[src/cpuaf_pkg.sv]
// Shared types and codes of the MOV/ADD/SUB/CMP execute unit.
`default_nettype none

package cpuaf_pkg;

    localparam logic [2:0] KIND_MOV = 3'd0;
    localparam logic [2:0] KIND_ADD = 3'd1;
    localparam logic [2:0] KIND_SUB = 3'd2;
    localparam logic [2:0] KIND_CMP = 3'd3;

    localparam logic [1:0] SRC_IMM = 2'd0;
    localparam logic [1:0] SRC_GEN = 2'd1;
    localparam logic [1:0] SRC_SEG = 2'd2;
    localparam logic [1:0] SRC_MEM = 2'd3;

    localparam int GEN_DEPTH = 8;
    localparam int SEG_DEPTH = 4;

    typedef struct packed {
        logic af;
        logic of;
        logic cf;
        logic pf;
        logic sf;
        logic zf;
    } flags_t;

    // Decoded instruction held in the execute stage. wide is the effective
    // operand width (segment moves are forced to 16 bits).
    typedef struct packed {
        logic [2:0]  kind;
        logic        wide;
        logic        dseg;
        logic [2:0]  didx;
        logic [1:0]  stype;
        logic [2:0]  sidx;
        logic [15:0] imm;
    } item_t;

    typedef struct packed {
        logic [2:0] gen_a_addr;
        logic [2:0] gen_b_addr;
        logic [1:0] seg_addr;
    } rd_req_t;

    typedef struct packed {
        logic        gen_we;
        logic        seg_we;
        logic [2:0]  gen_addr;
        logic [1:0]  seg_addr;
        logic [15:0] data;
    } wr_req_t;

    typedef struct packed {
        wr_req_t     wr;
        logic        flags_we;
        flags_t      flags;
        logic [15:0] value;
        logic        written;
    } alu_res_t;

endpackage

`default_nettype wire

[src/cpuaf_ram.sv]
// Generic single-write, single-read RAM with a registered read port.
`default_nettype none

module cpuaf_ram #(
    parameter int WIDTH = 16,
    parameter int DEPTH = 8
) (
    input  wire logic                     aclk,
    input  wire logic                     we,
    input  wire logic [$clog2(DEPTH)-1:0] waddr,
    input  wire logic [WIDTH-1:0]         wdata,
    input  wire logic                     re,
    input  wire logic [$clog2(DEPTH)-1:0] raddr,
    output      logic [WIDTH-1:0]         rdata
);

    logic [WIDTH-1:0] mem [DEPTH];

    always_ff @(posedge aclk) begin
        if (we) begin
            mem[waddr] <= wdata;
        end
        if (re) begin
            rdata <= mem[raddr];
        end
    end

endmodule

`default_nettype wire

[src/cpuaf_regfile.sv]
// General and segment register files with valid bits and write forwarding.
`default_nettype none

module cpuaf_regfile
    import cpuaf_pkg::*;
(
    input  wire logic    aclk,
    input  wire logic    aresetn,
    input  wire logic    rd_en,
    input  wire rd_req_t rd,
    input  wire wr_req_t wr,
    output      logic [15:0] gen_a,
    output      logic [15:0] gen_b,
    output      logic [15:0] seg
);

    logic [15:0] gen_a_q;
    logic [15:0] gen_b_q;
    logic [15:0] seg_q;

    logic [GEN_DEPTH-1:0] gen_vld_reg;
    logic [SEG_DEPTH-1:0] seg_vld_reg;
    logic gen_a_vld_reg, gen_b_vld_reg, seg_vld_cap_reg;
    logic gen_a_hit_reg, gen_b_hit_reg, seg_hit_reg;
    logic [15:0] fwd_data_reg;

    // Two copies of the general file give two read ports.
    cpuaf_ram #(.WIDTH(16), .DEPTH(GEN_DEPTH)) u_gen_a (
        .aclk(aclk), .we(wr.gen_we), .waddr(wr.gen_addr), .wdata(wr.data),
        .re(rd_en), .raddr(rd.gen_a_addr), .rdata(gen_a_q)
    );

    cpuaf_ram #(.WIDTH(16), .DEPTH(GEN_DEPTH)) u_gen_b (
        .aclk(aclk), .we(wr.gen_we), .waddr(wr.gen_addr), .wdata(wr.data),
        .re(rd_en), .raddr(rd.gen_b_addr), .rdata(gen_b_q)
    );

    cpuaf_ram #(.WIDTH(16), .DEPTH(SEG_DEPTH)) u_seg (
        .aclk(aclk), .we(wr.seg_we), .waddr(wr.seg_addr), .wdata(wr.data),
        .re(rd_en), .raddr(rd.seg_addr), .rdata(seg_q)
    );

    // A write landing on the same edge as a read is not seen by the RAM
    // read, so its data is captured and substituted.
    always_ff @(posedge aclk) begin
        if (!aresetn) begin
            gen_vld_reg     <= '0;
            seg_vld_reg     <= '0;
            gen_a_vld_reg   <= 1'b0;
            gen_b_vld_reg   <= 1'b0;
            seg_vld_cap_reg <= 1'b0;
            gen_a_hit_reg   <= 1'b0;
            gen_b_hit_reg   <= 1'b0;
            seg_hit_reg     <= 1'b0;
        end else begin
            if (wr.gen_we) begin
                gen_vld_reg[wr.gen_addr] <= 1'b1;
            end
            if (wr.seg_we) begin
                seg_vld_reg[wr.seg_addr] <= 1'b1;
            end
            if (rd_en) begin
                gen_a_vld_reg   <= gen_vld_reg[rd.gen_a_addr];
                gen_b_vld_reg   <= gen_vld_reg[rd.gen_b_addr];
                seg_vld_cap_reg <= seg_vld_reg[rd.seg_addr];
                gen_a_hit_reg   <= wr.gen_we && (wr.gen_addr == rd.gen_a_addr);
                gen_b_hit_reg   <= wr.gen_we && (wr.gen_addr == rd.gen_b_addr);
                seg_hit_reg     <= wr.seg_we && (wr.seg_addr == rd.seg_addr);
            end
        end
    end

    always_ff @(posedge aclk) begin
        if (rd_en) begin
            fwd_data_reg <= wr.data;
        end
    end

    always_comb begin
        gen_a = gen_a_hit_reg ? fwd_data_reg : (gen_a_vld_reg ? gen_a_q : 16'h0000);
        gen_b = gen_b_hit_reg ? fwd_data_reg : (gen_b_vld_reg ? gen_b_q : 16'h0000);
        seg   = seg_hit_reg ? fwd_data_reg : (seg_vld_cap_reg ? seg_q : 16'h0000);
    end

endmodule

`default_nettype wire

[src/cpuaf_alu.sv]
// Operand selection, add/subtract, flag logic and write-back word merge.
`default_nettype none

module cpuaf_alu
    import cpuaf_pkg::*;
(
    input  wire item_t       item,
    input  wire flags_t      flags_cur,
    input  wire logic [15:0] gen_a,
    input  wire logic [15:0] gen_b,
    input  wire logic [15:0] seg,
    output      alu_res_t    res
);

    logic        hi_d, hi_s;
    logic        ignored, is_mov, is_arith, is_add;
    logic [15:0] a, b, src_gen, mask, sign, r, v, merged;
    logic [16:0] sum, diff;
    flags_t      fnew;

    always_comb begin
        hi_d = !item.wide && item.didx[2];
        hi_s = !item.wide && item.sidx[2];

        a       = item.wide ? gen_a : {8'h00, (hi_d ? gen_a[15:8] : gen_a[7:0])};
        src_gen = item.wide ? gen_b : {8'h00, (hi_s ? gen_b[15:8] : gen_b[7:0])};

        case (item.stype)
            SRC_IMM: b = item.wide ? item.imm : {8'h00, item.imm[7:0]};
            SRC_GEN: b = src_gen;
            SRC_SEG: b = seg;
            default: b = 16'h0000;
        endcase

        mask = item.wide ? 16'hFFFF : 16'h00FF;
        sign = item.wide ? 16'h8000 : 16'h0080;

        ignored  = (item.kind > KIND_CMP) || (item.stype == SRC_MEM);
        is_mov   = !ignored && (item.kind == KIND_MOV);
        is_arith = !ignored && (item.kind != KIND_MOV) && !item.dseg
                   && (item.stype != SRC_SEG);
        is_add   = (item.kind == KIND_ADD);

        sum  = {1'b0, a} + {1'b0, b};
        diff = {1'b0, a} - {1'b0, b};
        r    = (is_add ? sum[15:0] : diff[15:0]) & mask;

        fnew.cf = is_add ? (item.wide ? sum[16] : sum[8]) : diff[16];
        fnew.of = is_add ? (|((a ^ r) & (b ^ r) & sign)) : (|((a ^ b) & (a ^ r) & sign));
        fnew.af = a[4] ^ b[4] ^ r[4];
        fnew.zf = (r == 16'h0000);
        fnew.sf = |(r & sign);
        fnew.pf = ~^r[7:0];

        // Byte writes keep the other half of the destination word.
        v = is_mov ? b : r;
        if (item.wide) begin
            merged = v;
        end else if (hi_d) begin
            merged = {v[7:0], gen_a[7:0]};
        end else begin
            merged = {gen_a[15:8], v[7:0]};
        end

        res.wr.gen_we   = (is_mov && !item.dseg) || (is_arith && (item.kind != KIND_CMP));
        res.wr.seg_we   = is_mov && item.dseg;
        res.wr.gen_addr = item.wide ? item.didx : {1'b0, item.didx[1:0]};
        res.wr.seg_addr = item.didx[1:0];
        res.wr.data     = item.dseg ? b : merged;
        res.flags_we    = is_arith;
        res.flags       = is_arith ? fnew : flags_cur;
        res.value       = is_arith ? r : (is_mov ? b : 16'h0000);
        res.written     = res.wr.gen_we || res.wr.seg_we;
    end

endmodule

`default_nettype wire

[src/cpu_alu_mov_add_sub_flags_unit.sv]
// Top level of the 16-bit MOV/ADD/SUB/CMP execute unit with flags.
//
// This unit executes one decoded 16-bit x86-style instruction per transfer
// against eight general registers (byte codes name AL..BH) and four segment
// registers, all zero after reset, and returns one result transfer for each
// input transfer: the moved or computed value, whether a register was
// written, and the six arithmetic flags after the instruction. MOV leaves
// the flags alone; ADD, SUB and CMP set ZF, SF, PF, CF, OF and AF at the
// operand width, and CMP writes no register. Memory sources, unknown kinds
// and arithmetic on segment operands change nothing and return a zero value.
// The registers live in small synchronous RAMs with a registered read. An
// input transfer issues its register reads at the accepting edge, the
// execute stage then computes and writes back as it advances, and the
// result sits in an output register until it is taken.
// The unit sustains one instruction per cycle while the result port is not
// stalled; a write that lands on the same edge as the following
// instruction's read is forwarded, so dependent instructions issue back to
// back without a stall. A stalled result port holds the execute stage and
// then the input port.
`default_nettype none

module cpu_alu_mov_add_sub_flags_unit
    import cpuaf_pkg::*;
(
    input  wire logic        aclk,
    input  wire logic        aresetn,

    input  wire logic        s_valid,
    output      logic        s_ready,
    input  wire logic [2:0]  s_kind,
    input  wire logic        s_wide,
    input  wire logic        s_dest_is_segment,
    input  wire logic [2:0]  s_dest_index,
    input  wire logic [1:0]  s_src_type,
    input  wire logic [2:0]  s_src_index,
    input  wire logic [15:0] s_immediate,

    output      logic        m_valid,
    input  wire logic        m_ready,
    output      logic [15:0] m_result_value,
    output      logic        m_written,
    output      logic        m_zero_flag,
    output      logic        m_sign_flag,
    output      logic        m_parity_flag,
    output      logic        m_carry_flag,
    output      logic        m_overflow_flag,
    output      logic        m_aux_flag
);

    logic     s_accept;
    logic     wide_eff;
    rd_req_t  rd;
    wr_req_t  wr;

    logic     ex_valid_reg;
    item_t    ex_item_reg;
    logic     ex_adv;

    logic [15:0] gen_a, gen_b, seg;
    alu_res_t    res;
    flags_t      flag_reg;

    logic        out_valid_reg;
    logic [15:0] out_value_reg;
    logic        out_written_reg;
    flags_t      out_flags_reg;

    // The execute stage moves on whenever the output register is free or
    // being emptied in this cycle.
    assign ex_adv   = ex_valid_reg && (!out_valid_reg || m_ready);
    assign s_ready  = !ex_valid_reg || ex_adv;
    assign s_accept = s_valid && s_ready;

    // Segment moves are always full width, so they address whole words.
    always_comb begin
        wide_eff = s_wide || ((s_kind == KIND_MOV)
                              && (s_dest_is_segment || (s_src_type == SRC_SEG)));
        rd.gen_a_addr = wide_eff ? s_dest_index : {1'b0, s_dest_index[1:0]};
        rd.gen_b_addr = wide_eff ? s_src_index : {1'b0, s_src_index[1:0]};
        rd.seg_addr   = s_src_index[1:0];
    end

    always_ff @(posedge aclk) begin
        if (!aresetn) begin
            ex_valid_reg <= 1'b0;
        end else if (s_ready) begin
            ex_valid_reg <= s_valid;
        end
    end

    always_ff @(posedge aclk) begin
        if (s_accept) begin
            ex_item_reg.kind  <= s_kind;
            ex_item_reg.wide  <= wide_eff;
            ex_item_reg.dseg  <= s_dest_is_segment;
            ex_item_reg.didx  <= s_dest_index;
            ex_item_reg.stype <= s_src_type;
            ex_item_reg.sidx  <= s_src_index;
            ex_item_reg.imm   <= s_immediate;
        end
    end

    cpuaf_regfile u_regfile (
        .aclk    (aclk),
        .aresetn (aresetn),
        .rd_en   (s_accept),
        .rd      (rd),
        .wr      (wr),
        .gen_a   (gen_a),
        .gen_b   (gen_b),
        .seg     (seg)
    );

    cpuaf_alu u_alu (
        .item      (ex_item_reg),
        .flags_cur (flag_reg),
        .gen_a     (gen_a),
        .gen_b     (gen_b),
        .seg       (seg),
        .res       (res)
    );

    // Writes commit only on the edge at which the instruction retires, so a
    // stalled instruction never writes twice.
    always_comb begin
        wr        = res.wr;
        wr.gen_we = res.wr.gen_we && ex_adv;
        wr.seg_we = res.wr.seg_we && ex_adv;
    end

    always_ff @(posedge aclk) begin
        if (!aresetn) begin
            flag_reg      <= '0;
            out_valid_reg <= 1'b0;
        end else begin
            if (ex_adv && res.flags_we) begin
                flag_reg <= res.flags;
            end
            if (ex_adv) begin
                out_valid_reg <= 1'b1;
            end else if (m_ready) begin
                out_valid_reg <= 1'b0;
            end
        end
    end

    always_ff @(posedge aclk) begin
        if (ex_adv) begin
            out_value_reg   <= res.value;
            out_written_reg <= res.written;
            out_flags_reg   <= res.flags;
        end
    end

    assign m_valid         = out_valid_reg;
    assign m_result_value  = out_value_reg;
    assign m_written       = out_written_reg;
    assign m_zero_flag     = out_flags_reg.zf;
    assign m_sign_flag     = out_flags_reg.sf;
    assign m_parity_flag   = out_flags_reg.pf;
    assign m_carry_flag    = out_flags_reg.cf;
    assign m_overflow_flag = out_flags_reg.of;
    assign m_aux_flag      = out_flags_reg.af;

endmodule

`default_nettype wire

[config.mk]
export PLATFORM = sky130hd
export DESIGN_NAME = cpu_alu_mov_add_sub_flags_unit
export DESIGN_NICKNAME = d
export VERILOG_FILES = /design/src/cpuaf_pkg.sv /design/src/cpuaf_ram.sv /design/src/cpuaf_regfile.sv /design/src/cpuaf_alu.sv /design/src/cpu_alu_mov_add_sub_flags_unit.sv
export SDC_FILE = /design/constraint.sdc
export NUM_CORES = 1
export LEC_CHECK = 0
export BUFFER_PORTS_ARGS = -buffer_cell sky130_fd_sc_hd__buf_2
export CORE_MARGIN = 1
export CORE_UTILIZATION = 45
export CTS_CLUSTER_DIAMETER = 60
export CTS_CLUSTER_SIZE = 40
export DETAILED_ROUTE_END_ITERATION = 8
export GPL_TIMING_DRIVEN = 1
export MAX_ROUTING_LAYER = met4
export SLEW_MARGIN = 10
export SYNTH_ARGS = -nofsm -noshare
export SYNTH_HDL_FRONTEND = slang
export SYNTH_SLANG_ARGS = --single-unit
[constraint.sdc]
create_clock -name aclk -period 6.1 [get_ports aclk]
set_input_delay 0.61 -clock aclk [delete_from_list [all_inputs] [get_ports aclk]]
set_output_delay 0.61 -clock aclk [all_outputs]
set_load 0.005 [all_outputs]
==> results.cfg <==
[finish]
mostFrequentLayoutCell = edfxtp_1
drive_gt1_share_pct = 23.9
largest_register_ffs = 128
num-nets-final = 1282
antenna-diode-count = 0
final_cell_mix = 306 x edfxtp_1, 85 x mux4_2, 69 x nand2_1
areaGrowthSynthToFinish_pct = 10.8

[flow_run]
max_cap_viol_count = 0

[place]
place_congestion = 0.910
io_buffers = 57
place_ws_ns = 0.518
dpl.hpwl_um = 29200

[global_route]
grt_pass1_vias = 10400
grt_pass1_wl_um = 65600
grt_max_degree = 56
gr-total-overflow = 0
grtUsageTotal_pct = 24.8
antenna_found_initial = 0

[status]
violations = DRC
outcome = complete, but fails checks

[clock_tree]
clock_sinks = 332
cts_buffers = 24
path_clk_slew_ns = 0.07
ctsHoldBuffers = 0
htreeDepth = 1
cts.root.buffer_cell = clkbuf_16
cts_buffer_depth = 3
clock_latency_ns = 0.58
post_cts_buffers = 0
cts_tree = yes

[worst_setup_path]
crit_start = u_regfile.gen_b_hit_reg
worstPathArrival_ns = 5.55
end_kind = flop
crit-reg2reg-launch = u_regfile.gen_b_hit_reg
cp.required_ns = 6.28
crit_fanout = 18
crit_type = reg -> reg
cp-start-kind = flop

[power_and_ir_drop]
pwr-share-seq_pct = 52.9
p_switching_mw = 1.30
power_density_nw_per_um2 = 274
p_leak_nw = 6.36
combPwrFrac_pct = 13.5
p_clk_share_pct = 33.6
switching_share_pct = 26.0
p_int_mw = 3.69
ir_drop_mv = 0.283

[min_path]
hold_path_startpoint = s_immediate[2]
hp-class = in -> reg

[drt]
ant_nets = 0
wl_met3_um = 2480
drc = 7
wl_met2_um = 21000
drt_pre_antenna_iters = 7
wl_per_cell_um = 25.7
topRoutingLayerUsed = met4
num_vias = 10400
routed_wl_um = 43400
vias_per_cell = 6.16
drtIter0Drc = 827
met1_length_um = 18700

[timing]
setup_viol = 0
fin_setup_tns_ns = 0
max_freq_mhz = 186
rsz0062_at_grt = no
setup_ws_ns = 0.731
layout_min_cycle_time_ns = 5.37
slew_viol_final = 0
max_slew_margin_pct = 20.2
skew_ns = 0.0355
worst_pin_slew_ns = 1.20
timing.final.crit_share_pct = 88.0
hold_viol_final = 0

[floorplan]
coreArea_um2 = 35700
die_height_um = 193
start_util_pct = 45.9
rows = 69
die_area_um2 = 37200
dieWidth_um = 193
ioPinCount = 58

[synth]
synth-seq-cells = 332
synth_area_per_cell_um2 = 14.2
synthDistinctLibCells = 77
yosysSeqAreaShare_pct = 59.1
synthesis.area_um2 = 16400
synth_ff_type = edfxtp_1
synth_warnings = 0
syn_nets = 1230
postSynthCellCount = 1156
async_flop_share_pct = 0
synth_edf_count = 306
worst max-delay path, stage by stage (launching register included):
cell and delay (ns):
dfxtp_1 0.73, nor2b_2 0.29, a221oi_1 0.38, a311oi_1 0.10, a211oi_1 0.64, ha_1 0.43
o21ai_0 0.18, nand2_1 0.09, o21ai_1 0.11, o21ai_1 0.19, a41o_1 0.28, o31ai_2 0.46
a22oi_1 0.13, o211ai_1 0.95
final timing paths:
| check | depth (start not counted) | slack, ns | to |
|---|---|---|---|
| worst max register to register | 13 | 0.73 | u_regfile.fwd_data_reg[15] |
| worst min-delay path | 1 | 0.22 | ex_item_reg[2] |
| worst min register to register | 1 | 0.47 | u_regfile.seg_vld_reg[3] |
| worst max-delay path | 13 | 0.73 | u_regfile.fwd_data_reg[15] |
power groups by stage:
stage | combinational (mW) | clock (mW) | sequential [mW]
floorplan | 0.462 | 0 | 2.66
global placement | 0.662 | 0 | 2.69
detailed placement | 0.668 | 0 | 2.69
CTS | 0.671 | 1.71 | 2.64
global route | 0.734 | 1.79 | 2.64
finish | 0.671 | 1.68 | 2.64
cells in the mapped netlist (all sizes together) (4+ instances only):
library cell  number  area, um^2
o22ai             26         163
mux2              32         360
a2111oi            6        77.6
dfxtp             26         521
o211a              4        40.0
a22o               4        35.0
buf               21         101
a311oi             5        43.8
a31oi              8        50.1
edfxtp           306        9190
clkbuf            54         203
nor3              16        80.1
nor4               4        31.3
o22a               5        43.8
nor3b              6        45.0
a21o               8        61.3
a21oi             64         320
mux2i             14         140
o31ai              9        77.6
nor2              65         244
nand2b            10        62.6
xor2               5        43.8
inv               40         150
a221o              7        70.1
nand3             11        55.1
o211ai            10        80.1
o21a              17         128
a211oi            16         135
mux4              85        1910
a22oi             37         278
nand2             71         272
ha                39         488
xnor2             17         149
o21ai             31         155
a221oi             8        76.3
and2               7        43.8
and3               7        43.8
nor2b             16         103
or4                4        30.0
cells by family after synthesis:
family | share of synthesized area, %
simple gates | 6.64
compound gates | 12.3
mux | 14.7
buf+inv | 2.79
flops | 59.1
xor+xnor | 1.17
fa+ha+maj | 3.22
timing repair:
action	CTS	global route
endpoints found under the hold margin	0	0
setup endpoints to repair	0	1
resized for setup	0	1
area by class of cell:
cell class,instances,area [um^2]
fillers,3021,17500
inverters,41,156
multi-input cells,708,6310
well taps,461,577
flip-flops and latches,332,9710
repair buffers,101,616
clock inverters,16,209
clock buffers,28,616
metal layers:
| layer | vias up | track usage (%) |
|---|---|---|
| met5 | - | - |
| met4 | 0 | 6.88 |
| met3 | 63 | 3.13 |
| met2 | 340 | 40.2 |
| met1 | 5293 | 32.9 |
| li1 | 4698 | - |
per-stage QoR:
| stage | utilization [%] | hold WS (ns) | power (mW) | cells | cell area [um^2] |
|---|---|---|---|---|---|
| after detailed placement | 48.6 | 0.451 | 3.36 | 1643 | 17400 |
| after global placement | 48.6 | 0.445 | 3.35 | 1643 | 17400 |
| final | 50.9 | 0.225 | 4.99 | 1687 | 18200 |
| after global routing | 50.9 | 0.206 | 5.17 | 1687 | 18200 |
| after CTS | 50.9 | 0.205 | 5.02 | 1687 | 18200 |
| after floorplan | - | 0.435 | 3.13 | 1156 | 16400 |
No activity file was read; power rests on OpenSTA's default activity.
